===== src/hdl/srfp_pkg.sv =====
// Shared types and constants for the sonar return frame parser.
`default_nettype none

package srfp_pkg;

  localparam logic [7:0] SYNC_BYTE = 8'h49;  // 'I'
  localparam logic [7:0] MARK_BYTE = 8'h58;  // 'X'
  localparam logic [7:0] TERM_BYTE = 8'hFC;
  localparam logic [7:0] TYPE_M_BYTE = 8'h4D;
  localparam logic [7:0] TYPE_G_BYTE = 8'h47;
  localparam logic [7:0] TYPE_P_BYTE = 8'h50;

  localparam int unsigned HDR_LEN = 9;
  localparam logic [3:0] HDR_LAST = 4'(HDR_LEN - 1);
  localparam logic [8:0] M_LAST_IDX = 9'd251;
  localparam logic [8:0] G_LAST_IDX = 9'd499;

  localparam logic [7:0] RANGE_RESET = 8'd5;

  localparam logic RES_SAMPLE = 1'b0;
  localparam logic RES_SUMMARY = 1'b1;

  typedef enum logic [2:0] {
    PH_HUNT    = 3'd0,
    PH_TYPE    = 3'd1,
    PH_MARK    = 3'd2,
    PH_HEADER  = 3'd3,
    PH_SAMPLES = 3'd4,
    PH_TERM    = 3'd5
  } phase_t;

  typedef enum logic [1:0] {
    KIND_M       = 2'd0,
    KIND_G       = 2'd1,
    KIND_P       = 2'd2,
    KIND_UNKNOWN = 2'd3
  } pkt_kind_t;

  typedef struct packed {
    logic        result_kind;
    logic [7:0]  echo_sample;
    logic [8:0]  sample_index;
    logic        last_sample;
    logic [1:0]  packet_kind;
    logic [7:0]  head_id;
    logic [13:0] depth_cm;
    logic        echo_missing;
    logic        auto_trigger_unsupported;
    logic        char_overrun;
    logic        range_mismatch;
    logic [31:0] frame_seq;
  } result_t;

endpackage

`default_nettype wire


===== src/hdl/sonar_return_frame_parser.sv =====
// Sonar return frame parser: byte-stream framing, echo sample output and frame summaries.
`default_nettype none

// The parser takes one received serial byte per input transfer and may take a
// new byte in every clock cycle while in_stall is low. Each byte is decoded
// in the cycle it is accepted: a small frame state machine hunts for the sync
// byte 'I', takes the type byte, requires the marker 'X', captures the nine
// header bytes, then passes echo samples (252 for type M, 500 for type G, none
// for P or unknown types) and finally skips bytes up to the 0xFC terminator,
// which yields one frame summary. A byte produces at most one result; each
// result is loaded into an output register, and a one-entry skid register
// behind it lets the parser accept one more byte while the output is stalled.
// in_stall rises only when the skid entry is occupied, so with an unstalled
// output the sustained rate is one byte per cycle. The range setting (reset
// value 5) is written through the cfg channel, which is always ready; it is
// sampled when the ninth header byte arrives, and writes are meant to happen
// only while the parser is idle.
module sonar_return_frame_parser (
  input  wire logic        clk,
  input  wire logic        rst_n,

  input  wire logic        cfg_valid,
  output logic             cfg_ready,
  input  wire logic [7:0]  cfg_expected_range,

  input  wire logic        in_valid,
  output logic             in_stall,
  input  wire logic [7:0]  in_rx_byte,

  output logic             out_valid,
  input  wire logic        out_stall,
  output logic             out_result_kind,
  output logic [7:0]       out_echo_sample,
  output logic [8:0]       out_sample_index,
  output logic             out_last_sample,
  output logic [1:0]       out_packet_kind,
  output logic [7:0]       out_head_id,
  output logic [13:0]      out_depth_cm,
  output logic             out_echo_missing,
  output logic             out_auto_trigger_unsupported,
  output logic             out_char_overrun,
  output logic             out_range_mismatch,
  output logic [31:0]      out_frame_seq
);
  import srfp_pkg::*;

  // Parser state.
  phase_t      phase_r, phase_nxt;
  pkt_kind_t   ftype_r, ftype_nxt;
  logic [3:0]  hdr_cnt_r, hdr_cnt_nxt;
  logic [7:0]  hdr_r [HDR_LEN];
  logic [8:0]  smp_cnt_r, smp_cnt_nxt;
  logic [31:0] seq_r, seq_nxt;
  logic        mismatch_r, mismatch_nxt;
  logic [7:0]  range_r;

  // Output register and skid entry.
  logic        out_valid_r;
  result_t     out_r;
  logic        skid_valid_r;
  result_t     skid_r;

  logic        accept;
  logic        has_res;
  result_t     res;
  logic        last_smp;
  logic        out_busy;

  assign cfg_ready = 1'b1;
  assign in_stall  = skid_valid_r;
  assign accept    = in_valid && !skid_valid_r;
  assign out_busy  = out_valid_r && out_stall;

  // The last sample index depends on the frame type; only M and G frames
  // ever reach the sample phase.
  assign last_smp = (ftype_r == KIND_G) ? (smp_cnt_r == G_LAST_IDX)
                                        : (smp_cnt_r == M_LAST_IDX);

  // Next phase.
  always_comb begin
    phase_nxt = phase_r;
    if (accept) begin
      unique case (phase_r)
        PH_HUNT: begin
          if (in_rx_byte == SYNC_BYTE) phase_nxt = PH_TYPE;
        end
        PH_TYPE: phase_nxt = PH_MARK;
        PH_MARK: begin
          // A bad marker is dropped outright, not rechecked as a sync byte.
          phase_nxt = (in_rx_byte == MARK_BYTE) ? PH_HEADER : PH_HUNT;
        end
        PH_HEADER: begin
          if (hdr_cnt_r == HDR_LAST) begin
            phase_nxt = (ftype_r == KIND_M || ftype_r == KIND_G) ? PH_SAMPLES : PH_TERM;
          end
        end
        PH_SAMPLES: begin
          if (last_smp) phase_nxt = PH_TERM;
        end
        PH_TERM: begin
          if (in_rx_byte == TERM_BYTE) phase_nxt = PH_HUNT;
        end
        default: phase_nxt = PH_HUNT;
      endcase
    end
  end

  // Datapath and result formation.
  always_comb begin
    ftype_nxt    = ftype_r;
    hdr_cnt_nxt  = hdr_cnt_r;
    smp_cnt_nxt  = smp_cnt_r;
    seq_nxt      = seq_r;
    mismatch_nxt = mismatch_r;
    has_res      = 1'b0;
    res          = '0;
    if (accept) begin
      unique case (phase_r)
        PH_TYPE: begin
          priority if (in_rx_byte == TYPE_M_BYTE) ftype_nxt = KIND_M;
          else if (in_rx_byte == TYPE_G_BYTE) ftype_nxt = KIND_G;
          else if (in_rx_byte == TYPE_P_BYTE) ftype_nxt = KIND_P;
          else ftype_nxt = KIND_UNKNOWN;
        end
        PH_MARK: begin
          hdr_cnt_nxt = '0;
        end
        PH_HEADER: begin
          if (hdr_cnt_r == HDR_LAST) begin
            hdr_cnt_nxt  = '0;
            smp_cnt_nxt  = '0;
            mismatch_nxt = (hdr_r[4] != range_r);
          end else begin
            hdr_cnt_nxt = hdr_cnt_r + 4'd1;
          end
        end
        PH_SAMPLES: begin
          has_res          = 1'b1;
          res.result_kind  = RES_SAMPLE;
          res.echo_sample  = in_rx_byte;
          res.sample_index = smp_cnt_r;
          res.last_sample  = last_smp;
          smp_cnt_nxt      = last_smp ? 9'd0 : smp_cnt_r + 9'd1;
        end
        PH_TERM: begin
          if (in_rx_byte == TERM_BYTE) begin
            has_res                      = 1'b1;
            res.result_kind              = RES_SUMMARY;
            res.packet_kind              = ftype_r;
            res.head_id                  = hdr_r[0];
            // Depth is packed as two 7-bit bytes with the low bit of the
            // upper byte carrying depth bit 7.
            res.depth_cm                 = {hdr_r[6][6:1], hdr_r[6][0], hdr_r[5][6:0]};
            res.echo_missing             = !hdr_r[1][0];
            res.auto_trigger_unsupported = !hdr_r[1][2];
            res.char_overrun             = hdr_r[1][7];
            res.range_mismatch           = mismatch_r;
            res.frame_seq                = seq_r;
            seq_nxt                      = seq_r + 32'd1;
          end
        end
        default: begin
        end
      endcase
    end
  end

  always_ff @(posedge clk) begin
    if (!rst_n) begin
      phase_r     <= PH_HUNT;
      ftype_r     <= KIND_M;
      hdr_cnt_r   <= '0;
      smp_cnt_r   <= '0;
      seq_r       <= '0;
      mismatch_r  <= 1'b0;
      range_r     <= RANGE_RESET;
    end else begin
      phase_r    <= phase_nxt;
      ftype_r    <= ftype_nxt;
      hdr_cnt_r  <= hdr_cnt_nxt;
      smp_cnt_r  <= smp_cnt_nxt;
      seq_r      <= seq_nxt;
      mismatch_r <= mismatch_nxt;
      if (cfg_valid && cfg_ready) range_r <= cfg_expected_range;
    end
  end

  // Header capture; each byte lands at the current header position.
  always_ff @(posedge clk) begin
    if (accept && phase_r == PH_HEADER) hdr_r[hdr_cnt_r] <= in_rx_byte;
  end

  // Output register with one skid entry behind it.
  always_ff @(posedge clk) begin
    if (!rst_n) begin
      out_valid_r  <= 1'b0;
      skid_valid_r <= 1'b0;
    end else if (out_busy) begin
      if (has_res) skid_valid_r <= 1'b1;
    end else if (skid_valid_r) begin
      out_valid_r  <= 1'b1;
      skid_valid_r <= 1'b0;
    end else begin
      out_valid_r <= has_res;
    end
  end

  always_ff @(posedge clk) begin
    if (out_busy) begin
      if (has_res) skid_r <= res;
    end else if (skid_valid_r) begin
      out_r <= skid_r;
    end else if (has_res) begin
      out_r <= res;
    end
  end

  assign out_valid                    = out_valid_r;
  assign out_result_kind              = out_r.result_kind;
  assign out_echo_sample              = out_r.echo_sample;
  assign out_sample_index             = out_r.sample_index;
  assign out_last_sample              = out_r.last_sample;
  assign out_packet_kind              = out_r.packet_kind;
  assign out_head_id                  = out_r.head_id;
  assign out_depth_cm                 = out_r.depth_cm;
  assign out_echo_missing             = out_r.echo_missing;
  assign out_auto_trigger_unsupported = out_r.auto_trigger_unsupported;
  assign out_char_overrun             = out_r.char_overrun;
  assign out_range_mismatch           = out_r.range_mismatch;
  assign out_frame_seq                = out_r.frame_seq;

  // The skid entry is only ever filled behind a held output.
  a_skid_behind_out: assert property (@(posedge clk) disable iff (!rst_n)
    skid_valid_r |-> out_valid_r)
    else $error("skid entry occupied while output register empty");

  // Only sample-bearing frame types may reach the sample phase.
  a_samples_type: assert property (@(posedge clk) disable iff (!rst_n)
    phase_r == PH_SAMPLES |-> (ftype_r == KIND_M || ftype_r == KIND_G))
    else $error("sample phase entered for a frame without samples");

  // The sample counter rests at zero outside the sample phase.
  a_smp_cnt_idle: assert property (@(posedge clk) disable iff (!rst_n)
    phase_r != PH_SAMPLES |-> smp_cnt_r == 9'd0)
    else $error("sample counter not cleared outside sample phase");

  // The header position never runs past the last header byte.
  a_hdr_cnt_range: assert property (@(posedge clk) disable iff (!rst_n)
    hdr_cnt_r <= HDR_LAST)
    else $error("header counter out of range");

  // A summary transfer advances the sequence count by exactly one.
  a_seq_step: assert property (@(posedge clk) disable iff (!rst_n)
    accept && phase_r == PH_TERM && in_rx_byte == TERM_BYTE |=> seq_r == $past(seq_r) + 32'd1)
    else $error("sequence count did not advance on frame summary");

endmodule

`default_nettype wire

===== config.mk =====
export PLATFORM = sky130hd
export DESIGN_NAME = sonar_return_frame_parser
export DESIGN_NICKNAME = d
export VERILOG_FILES = /design/src/hdl/srfp_pkg.sv /design/src/hdl/sonar_return_frame_parser.sv
export SDC_FILE = /design/constraint.sdc
export NUM_CORES = 1
export LEC_CHECK = 0
export ABC_AREA = 1
export BUFFER_PORTS_ARGS = -buffer_cell sky130_fd_sc_hd__buf_4
export CORE_ASPECT_RATIO = 1.25
export CORE_UTILIZATION = 45
export CTS_BUF_LIST = sky130_fd_sc_hd__clkbuf_8
export CTS_CLUSTER_SIZE = 10
export DETAILED_ROUTE_END_ITERATION = 16
export PLACE_DENSITY = 0.72
export SYNTH_ARGS = -nofsm -noshare
export SYNTH_HDL_FRONTEND = slang
export SYNTH_SLANG_ARGS = --single-unit

===== constraint.sdc =====
create_clock -name clk -period 8.13 [get_ports clk]
set_input_delay 0.4065 -clock clk [delete_from_list [all_inputs] [get_ports clk]]
set_output_delay 0.4065 -clock clk [all_outputs]
set_load 0.01 [all_outputs]

-- Yosys cells after proc, flatten, opt, wreduce, memory -nomap -nowiden
Memory sizes are Yosys's and may differ from the RTL's.
Cells that the tools add are included.
Widths: inputs -> output; s select.
- bits in registers: 219
- RAM bits: 72
- input port bits: 21
- output and inout port bits: 82
- logic and storage cells: 108
- memories kept: 1
- $add $sub $neg: 3
- equal/unequal tests: 20
- mux-type cells: 29
- bitwise gates (word level): 1
- reductions and logical operators: 21
- memories (name ; words ; width ; rd ports ; clocked after Yosys merged registers in ; wr ports ; line ; source):
    hdr_r ; 9 ; 8 ; 5 ; 0 ; 1 ; sonar_return_frame_parser.sv:51 ; logic [7:0] hdr_r [HDR_LEN];
- operators by type and width (cell ; number):
    $mux 79 ; 3
    $mux 60 ; 2
    $eq 8x7->1 const B ; 5
    $add 32x1->32 const B ; 1
    $mux 18 ; 1
    $mux 9 ; 2
    $pmux 3 s6 ; 1
    $pmux 9 s2 ; 1
    $mux 3 ; 4
    $reduce_and 2->1 ; 5
    $add 9x1->9 const B ; 1
    $eq 9x8->1 const B ; 1
    $eq 9x9->1 const B ; 1
    $mux 1 ; 9
    $reduce_and 3->1 ; 3
    $eq 8x8->1 const B ; 1
    $ne 2x2->1 const B ; 4
    $ne 8x8->1 ; 1
    $pmux 4 s2 ; 1
    $eq 3x2->1 const B ; 2
    $eq 3x3->1 const B ; 2
    $mux 2 ; 3
    $reduce_bool 2->1 ; 3
    $reduce_and 5->1 ; 1
    12 further kinds ; 16

-- Logic depth before layout (Yosys ltp)
Gate-level depths: netlist of run 1.
An unclocked memory read counts as a cell.
- depth in word-level cells: 7
- gate-level depth with buffers: 12
- gate-level depth less buffers: 11

-- Worst setup path after synthesis of run 1
No wires, ideal clock.
- kind: input to register
- start point: in in_rx_byte[0]
- end point: reg skid_r[0] (netlist bit), enable pin
- setup time: 0.543 ns
- arrival: 4.955 ns
- required time: 7.587 ns
- path slack: 2.632 ns
- stages on the path: 8
- buffers on the path: 1
- cells stage by stage: inv_1 -> nand2_4 -> nor2_4 -> nand2_4 -> inv_1 -> nand2_4 -> clkbuf_2 -> a21oi_1
- cells in the longest elaborated chain, start to end: 5
- RTL lines (element ; line ; source):
    start: declaration ; sonar_return_frame_parser.sv:28 ; input wire logic [7:0] in_rx_byte,
    $eq 8x8->1 ; sonar_return_frame_parser.sv:146 ; if (in_rx_byte == TERM_BYTE) begin
    $mux 1 ; sonar_return_frame_parser.sv:146 ;
    $pmux 1 s2 ; sonar_return_frame_parser.sv:118 ; unique case (phase_r)
    $mux 1 ; sonar_return_frame_parser.sv:117 ; if (accept) begin
    $reduce_and 2->1 (no line) ; -- ;
    end signal: assignment ; sonar_return_frame_parser.sv:210 ; if (has_res) skid_r <= res;
    end: declaration ; sonar_return_frame_parser.sv:61 ; result_t skid_r;
No other way between the ends.
A chain may end at the register's enable or synchronous reset.

-- Final worst setup path of run 1
- start point: reg phase_r[0]
- end point: reg skid_r[44] (netlist bit), enable pin
- cells in the longest elaborated chain, start to end: 4
- elaborated cells between the ends (all ways): 5
- classes of those cells: 2 x eq/ne; 2 x mux; 1 x reduce/logical
- RTL lines (element ; line ; source):
    start: declaration ; sonar_return_frame_parser.sv:48 ; phase_t phase_r, phase_nxt;
    start signal: assignment ; sonar_return_frame_parser.sv:178 ; phase_r <= phase_nxt;
    $eq 3x3->1 ; sonar_return_frame_parser.sv:118 ;
    $pmux 1 s2 (*) ; sonar_return_frame_parser.sv:118 ;
    $mux 1 (*) ; sonar_return_frame_parser.sv:117 ;
    $reduce_and 2->1 (no line) (*) ; -- ;
Every way passes the cells marked *; elsewhere a longest branch is shown, timed or not.

==> results of run 1 <==
cell usage after synthesis:
cell type	n	area [µm²]
a211oi_1	1	7.510
inv_1	111	416.7
o211ai_1	1	7.510
conb_1	1	3.750
clkbuf_2	1	5.000
o21ai_1	1	5.000
nor2_4	4	45.04
o21ai_0	94	470.5
a21oi_1	36	180.2
ha_1	6	75.07
nand2_4	4	45.04
xnor2_1	4	35.03
nor2_2	4	25.02
nand3_1	31	155.2
dfxtp_1	61	1221
inv_4	1	6.260
nor4_1	1	6.260
clkbuf_1	20	75.07
nand3_2	1	10.01
buf_2	10	50.05
inv_2	5	18.77
buf_6	3	33.78
nor3_4	1	16.27
buf_4	1	7.510
nor2_1	188	705.7
clkinv_1	1	3.750
nand2_1	284	1066
nor3_1	19	95.09
nand2_2	1	6.260
edfxtp_1	191	5736
xor2_1	15	131.4
nand4_1	4	25.02
cells by family after synthesis:
logic type,Yosys count
simple gates,542
flops,252
fa+ha+maj,6
compound gates,133
other cells,1
xor+xnor,19
buf+inv,153
power breakdown:
group	internal, µW	total (µW)	switching, µW
registers	1380	1380	5.58
logic	23.0	64.4	41.4
clock network	631	1120	493
area by class of cell:
type / count / area share [%]
Timing Repair Buffer: 107 / 6.405
Multi-Input combinational cell: 701 / 24.94
Tap cell: 288 / 2.873
Clock inverter: 28 / 1.906
Sequential cell: 252 / 55.48
Clock buffer: 44 / 4.829
Inverter: 118 / 3.562
metrics by stage:
step | cell area (µm²) | setup slack, ns | hold WS (ns) | utilization, %
after global routing | 12540 | 4.866 | 0.05844 | 54.25
after global placement | 11700 | 5.040 | 0.4628 | 50.60
after CTS | 12540 | 5.118 | 0.06420 | 54.25
final | 12540 | 5.163 | 0.08781 | 54.25
after floorplan | 10690 | 2.632 | 0.4485 | -
after detailed placement | 11700 | 4.935 | 0.4652 | 50.60
worst register-to-register path, stage by stage (launching register included):
cell,delay [ns]
dfxtp_1,0.34
inv_1,0.08
nand2_1,0.09
nor2_1,0.16
inv_1,0.07
nor2_1,0.08
inv_1,0.04
buf_4,0.23
a21oi_4,0.70
buf_4,0.71
flip-flops by register name, indices dropped and copies added (netlist names), 2 cells and up:
register,flops
ftype_r,2
hdr_cnt_r,4
hdr_r,33
out_depth_cm,14
out_echo_sample,8
out_frame_seq,32
out_head_id,8
out_packet_kind,2
out_sample_index,9
phase_r,3
range_r,8
seq_r,32
skid_r,79
smp_cnt_r,9
worst max path at each step:
stage | endpoint | depth (start not counted) | slack, ns | start
after floorplan | skid_r[0]$_DFFE_PP_ | 8 | 2.63 | in_rx_byte[0]
after global placement | skid_r[54]$_DFFE_PP_ | 9 | 5.04 | in_rx_byte[0]
after detailed placement | skid_r[17]$_DFFE_PP_ | 9 | 4.94 | in_rx_byte[0]
after CTS | skid_r[44]$_DFFE_PP_ | 9 | 5.12 | phase_r[0]$_SDFFE_PN0P_
after global routing | skid_r[46]$_DFFE_PP_ | 9 | 4.87 | phase_r[1]$_SDFFE_PN0P_
final | skid_r[44]$_DFFE_PP_ | 9 | 5.16 | phase_r[0]$_SDFFE_PN0P_
placed cells by master (no fill, tap or decap), drive strengths merged, types with 6 or more instances in the layout:
cell type / count
inv: 126
a21oi: 36
nand2: 289
o21ai: 95
clkbuf: 44
ha: 6
clkinv: 15
nor2: 196
nor3: 20
nand3: 32
edfxtp: 191
buf: 107
dfxtp: 61
xor2: 15
routing by layer:
metal | vias to the layer above | track usage, % | share of wire, %
met5 | - | 0 | 0
met4 | 0 | 7.967 | 2.8
met3 | 49 | 3.113 | 4.5
met2 | 176 | 32.71 | 48
met1 | 3540 | 24.70 | 44
li1 | 3838 | - | -
==> flow_metrics.env, run 1 <==
export IMPL_ys_seq_area_share_pct=65.07
export IMPL_max_slew_worst_pin_slew_ns=1.027
export IMPL_drv_slew=0
export IMPL_synth_xor_area_share_pct=1.557
export IMPL_drc=0
export IMPL_muxShareOfSynthArea_pct=0
export IMPL_synth_adder_area_share_pct=0.7022
export IMPL_finalCritPeriodShare_pct=36.49
export IMPL_synth_nets=1133
export IMPL_fin_nets=1246
export IMPL_portBuffers=101
export IMPL_cp_top_family="buffers and inverters"
export IMPL_max_cap_violations=0
export IMPL_synthesis_area_mm2=0.01069
export IMPL_cp_data_required_time_ns=8.28
export IMPL_dr_pass1_iters=5
export IMPL_syn_instance_count=1106
export IMPL_synth_cell_types=32
export IMPL_synth_simple_area_share_pct=20.59
export IMPL_hold_depth=1
export IMPL_wire_per_inst_um=14.86
export IMPL_hold_buffers=0
export IMPL_worstPathArrival_ns=3.11
export IMPL_start_util_pct=46.24
export IMPL_grt_pass1_vias=7622
export IMPL_holdPathEnd="hdr_r[4][7]$_DFFE_PP_"
export IMPL_hold_path_class="in2reg"
export IMPL_critPathKind="reg2reg"
export IMPL_critPathMaxFanout=56
export IMPL_routed_via_density=4.943
export IMPL_reg2reg_depth=9
export IMPL_status="finished, final reports clean"
export IMPL_clk_pin_slew_ns=0.07
export IMPL_finalCriticalPeriod_ns=2.967
export IMPL_die_w_um=139.9
export IMPL_layout_drive_gt1_share_pct=15.04
export IMPL_synth_compound_area_share_pct=6.273
export IMPL_fmax_mhz=337.0
export IMPL_ys_warn_count=0
export IMPL_wl_mm=22.85
export IMPL_grt_start_max_net_pins=100
export IMPL_clkSinkCount=252
export IMPL_multi_input_area_mm2=0.003128
export IMPL_n_fill_cell=2020
export IMPL_cp_common_cell="inv_1"
export IMPL_cts_resized_gates=0
export IMPL_p_total_uw=2572
export IMPL_slew_headroom_pct=31.02
export IMPL_gr_total_overflow=0
export IMPL_grt_total_usage_pct=19.35
export IMPL_coreArea_mm2=0.02312
export IMPL_cpMaxStageDelayCell="buf_4"
export IMPL_cts_tree="yes"
export IMPL_critPathMaxStageDelay_ns=0.71
export IMPL_die_area_mm2=0.02438
export IMPL_finClkSkew_ns=0.03946
export IMPL_antenna_left=0
export IMPL_powerDensity_mw_per_mm2=205.1
export IMPL_leakagePower_uw=0.004135
export IMPL_vdd_drop_max_mv=0.2307
export IMPL_dp_hpwl_mm=15.43
export IMPL_place_inst=1466
export IMPL_cts_max_level=2
export IMPL_die_h_um=174.3
export IMPL_ys_seq_elements=252
export IMPL_antenna_found_initial=0
export IMPL_rsz0062_at_grt="false"
export IMPL_crit_path_start_kind="flip-flop"
export IMPL_hold_viol_final=0
export IMPL_antenna_cells=0
export IMPL_synth_top_family_by_area="simple AND/OR/NAND/NOR gates"
export IMPL_timing_critical_path_buf_inv=5
export IMPL_rows=62
export IMPL_hp_start="in_rx_byte[7]"
export IMPL_syn_avg_cell_area_um2=9.666
export IMPL_ioPinCount=103
export IMPL_fin_cells=1538
export IMPL_worst_r2r_endpoint="skid_r[44]$_DFFE_PP_"
export IMPL_rrSetupSlack_ns=5.16
export IMPL_setup_tns_ns=0
export IMPL_endpoint_kind="flip-flop"
export IMPL_area_growth_pct=17.31
export IMPL_cts_buffers=39
export IMPL_cts_setup_buffers=0
export IMPL_clockBufferDepth=3
export IMPL_root_buffer="clkbuf_8"
export IMPL_grt_first_pass_wirelength_mm=37.43
export IMPL_place_congestion=0.8953
export IMPL_cp_cell_sequence="inv_1, nand2_1, nor2_1, inv_1, nor2_1, inv_1, buf_4, a21oi_4, buf_4"
export IMPL_reg2reg_from="phase_r[0]$_SDFFE_PN0P_"
export IMPL_insertion_delay_ns=0.55
export IMPL_setup_viol=0
export IMPL_seq_area_mm2=0.006958
export IMPL_drtIter0Drc=462
export IMPL_via_count=7603
Note: power is estimated with default switching activity, not from simulation.
==> inputs of run 2 (changes only) <==
--- a/config.mk
+++ b/config.mk
@@ -12,7 +12,7 @@
 export CTS_BUF_LIST = sky130_fd_sc_hd__clkbuf_8
 export CTS_CLUSTER_SIZE = 10
 export DETAILED_ROUTE_END_ITERATION = 16
-export PLACE_DENSITY = 0.72
+export PLACE_DENSITY = 0.75
 export SYNTH_ARGS = -nofsm -noshare
 export SYNTH_HDL_FRONTEND = slang
 export SYNTH_SLANG_ARGS = --single-unit
==> constraint.sdc (replaced) <==
create_clock -name clk -period 2.5 [get_ports clk]
set_input_delay 0.125 -clock clk [delete_from_list [all_inputs] [get_ports clk]]
set_output_delay 0.125 -clock clk [all_outputs]
set_load 0.01 [all_outputs]
==> run 2 against run 1 <==
Against the previous run: sequential power grew to 3.3 times the previous value; clock-buffer cell count grew 1; combinational power grew to 4.0 times the previous value; clock power grew to 3.1 times the previous value; non-clock buffer count grew 37; wire length grew 2.5%; critical path depth grew 3.
==> flow_metrics.env, run 2 (synthesized netlist as in run 1, its figures left out) <==
export IMPL_finalCritPeriodShare_pct=82.36
export IMPL_hold_viol_final=0
export IMPL_finClkSkew_ns=0.04145
export IMPL_status="finished, final reports clean"
export IMPL_wl_mm=23.42
export IMPL_cts_tree="yes"
export IMPL_ioPinCount=103
export IMPL_critPathMaxFanout=55
export IMPL_final_common_cell="nand2_1"
export IMPL_wl_met3_mm=1.141
export IMPL_fmax_mhz=485.7
export IMPL_place_congestion=0.9475
export IMPL_n_fill_cell=1994
export IMPL_max_cap_violations=0
export IMPL_hold_path_class="in2reg"
export IMPL_die_w_um=139.9
export IMPL_largest_register="skid_r"
export IMPL_clkSinkCount=252
export IMPL_dr_pass1_iters=4
export IMPL_hold_depth=4
export IMPL_cts_resized_gates=0
export IMPL_design_area_mm2=0.01291
export IMPL_wl_met2_mm=11.38
export IMPL_path_depth=12
export IMPL_die_area_mm2=0.02438
export IMPL_drc=0
export IMPL_cpMaxStageDelayCell="dlygate4sd3_1"
export IMPL_via_count=7881
export IMPL_top_regs="skid_r: 79 flops, hdr_r: 33 flops"
export IMPL_clockBufferDepth=3
export IMPL_wl_met1_mm=10.32
export IMPL_timing_critical_path_buf_inv=6
export IMPL_cts_setup_buffers=0
export IMPL_layout_drive_gt1_share_pct=15.99
export IMPL_rsz0062_at_grt="false"
export IMPL_place_area_mm2=0.01181
export IMPL_final_cell_mix="281 x nand2_1, 191 x edfxtp_1, 187 x nor2_1"
export IMPL_vdd_drop_max_mv=0.4185
export IMPL_insertion_delay_ns=0.55
export IMPL_dp_hpwl_mm=15.60
export IMPL_critPathMaxStageDelay_ns=0.55
export IMPL_rrSetupSlack_ns=0.48
export IMPL_drv_slew=0
export IMPL_area_growth_pct=20.80
export IMPL_reg2reg_depth=10
export IMPL_clk_pin_slew_ns=0.07
export IMPL_cp_top_family="buffers and inverters"
export IMPL_die_h_um=174.3
export IMPL_leakagePower_uw=0.004291
export IMPL_rows=62
export IMPL_drtIter0Drc=561
export IMPL_grt_pass1_vias=7706
export IMPL_cp_common_cell="nand2_4"
export IMPL_finalCriticalPeriod_ns=2.059
export IMPL_gr_total_overflow=0
export IMPL_endpoint_kind="flip-flop"
export IMPL_routed_via_density=5.001
export IMPL_slew_headroom_pct=41.13
export IMPL_max_slew_worst_pin_slew_ns=0.8831
export IMPL_cts_max_level=2
export IMPL_antenna_cells=0
export IMPL_antenna_left=0
export IMPL_setup_viol=0
export IMPL_powerDensity_mw_per_mm2=640.1
export IMPL_postLayoutCoreUtil_pct=55.86
export IMPL_coreArea_mm2=0.02312
export IMPL_start_util_pct=46.24
export IMPL_critPathKind="in2reg"
export IMPL_root_buffer="clkbuf_8"
export IMPL_portBuffers=101
export IMPL_p_total_uw=8266
export IMPL_top_layer="met4"
export IMPL_cp_cell_sequence="dlygate4sd3_1, buf_4, inv_1, nand2_4, nor2_4, nand2_4, inv_1, nand2_4, nand3_1, nand2_2, clkinvlp_4, buf_12"
export IMPL_largest_reg_flops=79
export IMPL_worstPathArrival_ns=2.26
export IMPL_grt_first_pass_wirelength_mm=38.37
export IMPL_cp_data_required_time_ns=2.70
export IMPL_fin_nets=1284
export IMPL_crit_path_start_kind="input port"
export IMPL_wire_per_inst_um=14.86
export IMPL_cts_buffers=40
export IMPL_antenna_found_initial=0
export IMPL_grt_total_usage_pct=19.67
export IMPL_grt_start_max_net_pins=112
## run 2: final timing paths
kind / startpoint / endpoint
worst max-delay path: in_rx_byte[0] / out_frame_seq[13]$_DFFE_PP_
worst min register to register: ftype_r[1]$_SDFFE_PN0P_ / ftype_r[1]$_SDFFE_PN0P_
worst max register to register: phase_r[1]$_SDFFE_PN0P_ / out_frame_seq[13]$_DFFE_PP_
worst min-delay path: in_valid / hdr_cnt_r[1]$_SDFFE_PN0P_
## run 2: metal layers
| layer | track usage (%) | up-vias |
|---|---|---|
| li1 | - | 3914 |
| met1 | 25.32 | 3698 |
| met2 | 33.23 | 219 |
| met3 | 3.636 | 50 |
| met4 | 6.822 | 0 |
| met5 | 0 | - |
## run 2: layout make-up
class,instances,area [µm²],share of cell area [%]
Clock buffer,45,619.3,4.796
Clock inverter,28,191.4,1.482
Inverter,118,451.7,3.498
Multi-Input combinational cell,701,3138,24.30
Sequential cell,252,6962,53.91
Tap cell,288,360.3,2.790
Timing Repair Buffer,144,1191,9.224
## run 2: power breakdown
| part | internal (µW) | leakage, µW | switching, µW |
|---|---|---|---|
| registers | 4480 | 0.00192 | 18.9 |
| logic | 109 | 0.00193 | 150 |
| clock network | 1880 | 0.000450 | 1620 |
## run 2: worst register-to-register path: stages, from the launching register on
cell and delay (ns):
dfxtp_2 0.33, inv_2 0.07, nand2_1 0.07, nor2_2 0.15, nand2_2 0.10, inv_2 0.08
nand2_4 0.14, nand3_1 0.15, nand2_2 0.08, clkinvlp_4 0.16, buf_12 0.28
## run 2: through the flow
| step | hold slack (ns) | std cells | setup TNS (ns) | worst slack, ns |
|---|---|---|---|---|
| after floorplan | 0.2239 | 1106 | -31.76 | -0.2772 |
| after global placement | 0.3558 | 1474 | 0 | 0.5213 |
| after detailed placement | 0.3612 | 1474 | 0 | 0.4640 |
| after CTS | 0.01368 | 1576 | 0 | 0.4609 |
| after global routing | 0.06499 | 1576 | 0 | 0.3087 |
| final | 0.03632 | 1576 | 0 | 0.4409 |
## run 2: timing repair
action                                  4_1_cts  5_1_grt
endpoints found under the setup margin        0        0
hold endpoints to repair                     60        0
hold buffers                                 29        0
==> inputs of run 3 (changes only) <==
--- a/config.mk
+++ b/config.mk
@@ -12,7 +12,7 @@
 export CTS_BUF_LIST = sky130_fd_sc_hd__clkbuf_8
 export CTS_CLUSTER_SIZE = 10
 export DETAILED_ROUTE_END_ITERATION = 16
-export PLACE_DENSITY = 0.75
+export PLACE_DENSITY = 0.72
 export SYNTH_ARGS = -nofsm -noshare
 export SYNTH_HDL_FRONTEND = slang
 export SYNTH_SLANG_ARGS = --single-unit
==> constraint.sdc (replaced) <==
create_clock -name clk -period 2.1 [get_ports clk]
set_input_delay 0.105 -clock clk [delete_from_list [all_inputs] [get_ports clk]]
set_output_delay 0.105 -clock clk [all_outputs]
set_load 0.01 [all_outputs]
==> run 3 against run 2 <==
Against the previous run: via count down 1.2%; critical path depth down 10; utilization down 0.098 points; clock power up 11%; register-to-register slack worse by 0.21 ns; final area down 0.17%; cell count up 0.32%; combinational power up 18%; critical endpoint is now in_stall; largest cell class unchanged; highest routed layer unchanged.
==> flow_metrics.env, run 3 (synthesized netlist as in run 1, its figures left out) <==
export IMPL_final_common_cell="nand2_1"
export IMPL_ioPinCount=103
export IMPL_powerDensity_mw_per_mm2=740.8
export IMPL_area_growth_pct=20.59
export IMPL_die_area_mm2=0.02438
export IMPL_cp_data_required_time_ns=2.00
export IMPL_critPathLaunch="in_stall$_SDFFE_PN0P_"
export IMPL_critPathKind="reg2out"
export IMPL_fin_nets=1289
export IMPL_clockBufferDepth=3
export IMPL_place_ws_ns=0.2468
export IMPL_grt_first_pass_wirelength_mm=37.51
export IMPL_finalCritPeriodShare_pct=90.69
export IMPL_antenna_cells=0
export IMPL_start_util_pct=46.24
export IMPL_grt_met2_usage_pct=34.46
export IMPL_layout_drive_gt1_share_pct=16.24
export IMPL_rows=62
export IMPL_vdd_drop_max_mv=0.4887
export IMPL_routed_via_density=4.924
export IMPL_largest_register="skid_r"
export IMPL_grt_use_met3_pct=3.361
export IMPL_clkSinkCount=252
export IMPL_die_h_um=174.3
export IMPL_status="finished, final reports clean"
export IMPL_fmax_mhz=525.1
export IMPL_design_area_mm2=0.01289
export IMPL_place_area_mm2=0.01189
export IMPL_die_w_um=139.9
export IMPL_antenna_found_initial=0
export IMPL_postLayoutCoreUtil_pct=55.76
export IMPL_insertion_delay_ns=0.56
export IMPL_dr_pass1_iters=5
export IMPL_place_inst=1483
export IMPL_wl_mm=23.07
export IMPL_fin_cells=1581
export IMPL_drtIter0Drc=520
export IMPL_largest_reg_flops=79
export IMPL_place_congestion=0.9178
export IMPL_hold_viol_final=0
export IMPL_leakagePower_uw=0.004301
export IMPL_rsz0062_at_grt="false"
export IMPL_grt_start_max_net_pins=81
export IMPL_drv_slew=0
export IMPL_slew_headroom_pct=41.21
export IMPL_reg2reg_from="phase_r[1]$_SDFFE_PN0P_"
export IMPL_max_cap_violations=0
export IMPL_setup_viol=0
export IMPL_top_regs="skid_r: 79 flops, hdr_r: 33 flops"
export IMPL_max_slew_worst_pin_slew_ns=0.8818
export IMPL_wire_per_inst_um=14.59
export IMPL_cts_buffers=40
export IMPL_critPathMaxFanout=80
export IMPL_drc=0
export IMPL_cts_max_level=2
export IMPL_hold_path_class="in2reg"
export IMPL_root_buffer="clkbuf_8"
export IMPL_hp_start="rst_n"
export IMPL_gr_total_overflow=0
export IMPL_busiest_layer="met2"
export IMPL_crit_path_start_kind="flip-flop"
export IMPL_grt_pass1_vias=7646
export IMPL_clk_pin_slew_ns=0.07
export IMPL_worstPathArrival_ns=1.80
export IMPL_worst_slack_ns=0.1956
export IMPL_portBuffers=101
export IMPL_n_fill_cell=2033
export IMPL_antenna_left=0
export IMPL_grt_total_usage_pct=19.39
export IMPL_via_count=7785
export IMPL_finClkSkew_ns=0.04683
export IMPL_dp_hpwl_mm=15.34
export IMPL_final_cell_mix="281 x nand2_1, 191 x edfxtp_1, 187 x nor2_1"
export IMPL_endpoint_kind="primary output"
export IMPL_whs_ns=0.01812
export IMPL_coreArea_mm2=0.02312
export IMPL_grt_use_met1_pct=23.66
export IMPL_finalCriticalPeriod_ns=1.904
export IMPL_cts_tree="yes"
run 3: cell types whose count changed in the layout (fill, tap and decap cells not counted):
cell and delta:
clkinvlp_4 +1, clkbuf_8 -3, buf_12 +1, clkinv_1 +3
inv_6 -1, buf_4 +8, clkinv_4 -1, dlygate4sd3_1 -4
inv_1 +2, bufinv_16 -1
run 3: area by class of cell:
type,instances,area (µm²),share of cell area [%]
Clock inverter,31,170.2,1.320
Tap cell,288,360.3,2.795
Multi-Input combinational cell,701,3138,24.34
Timing Repair Buffer,149,1231,9.551
Clock buffer,42,578.1,4.484
Sequential cell,252,6962,54.00
Inverter,118,451.7,3.504
run 3: worst paths after layout:
| path | end | slack (ns) | depth (start not counted) |
|---|---|---|---|
| hold reg to reg | seq_r[31]$_SDFFE_PN0P_ | 0.48 | 2 |
| setup / recovery | in_stall | 0.20 | 2 |
| hold / removal | phase_r[1]$_SDFFE_PN0P_ | 0.02 | 3 |
| setup reg to reg | out_frame_seq[9]$_DFFE_PP_ | 0.27 | 9 |
run 3: routing by layer:
layer | part of all wire (%) | routed length [µm] | vias to the layer above
met5 | 0 | 0 | -
met4 | 2.2 | 509 | 0
met3 | 4.9 | 1127 | 42
met2 | 50 | 11520 | 211
met1 | 43 | 9910 | 3603
li1 | - | - | 3929
run 3: per-stage QoR:
step | total power [µW] | setup TNS [ns]
floorplan | 5613 | -94.96
global placement | 5722 | 0
detailed placement | 5727 | 0
CTS | 9635 | 0
global route | 9884 | 0
finish | 9549 | 0
run 3: where the power goes:
part           switching, µW  internal, µW
clock                   1890          1990
sequential              22.6          5340
combinational            177           128
run 3: repair_timing:
item / 4_1_cts / 5_1_grt
gates resized for setup: 0 / 0
hold buffers: 25 / 0
endpoints found under the hold margin: 54 / 0
buffers inserted: 0 / 0
run 3: critical path, stage by stage, from the launching register on:
cell and delay, ns:
dfxtp_2 0.35, buf_4 0.68, buf_4 0.25
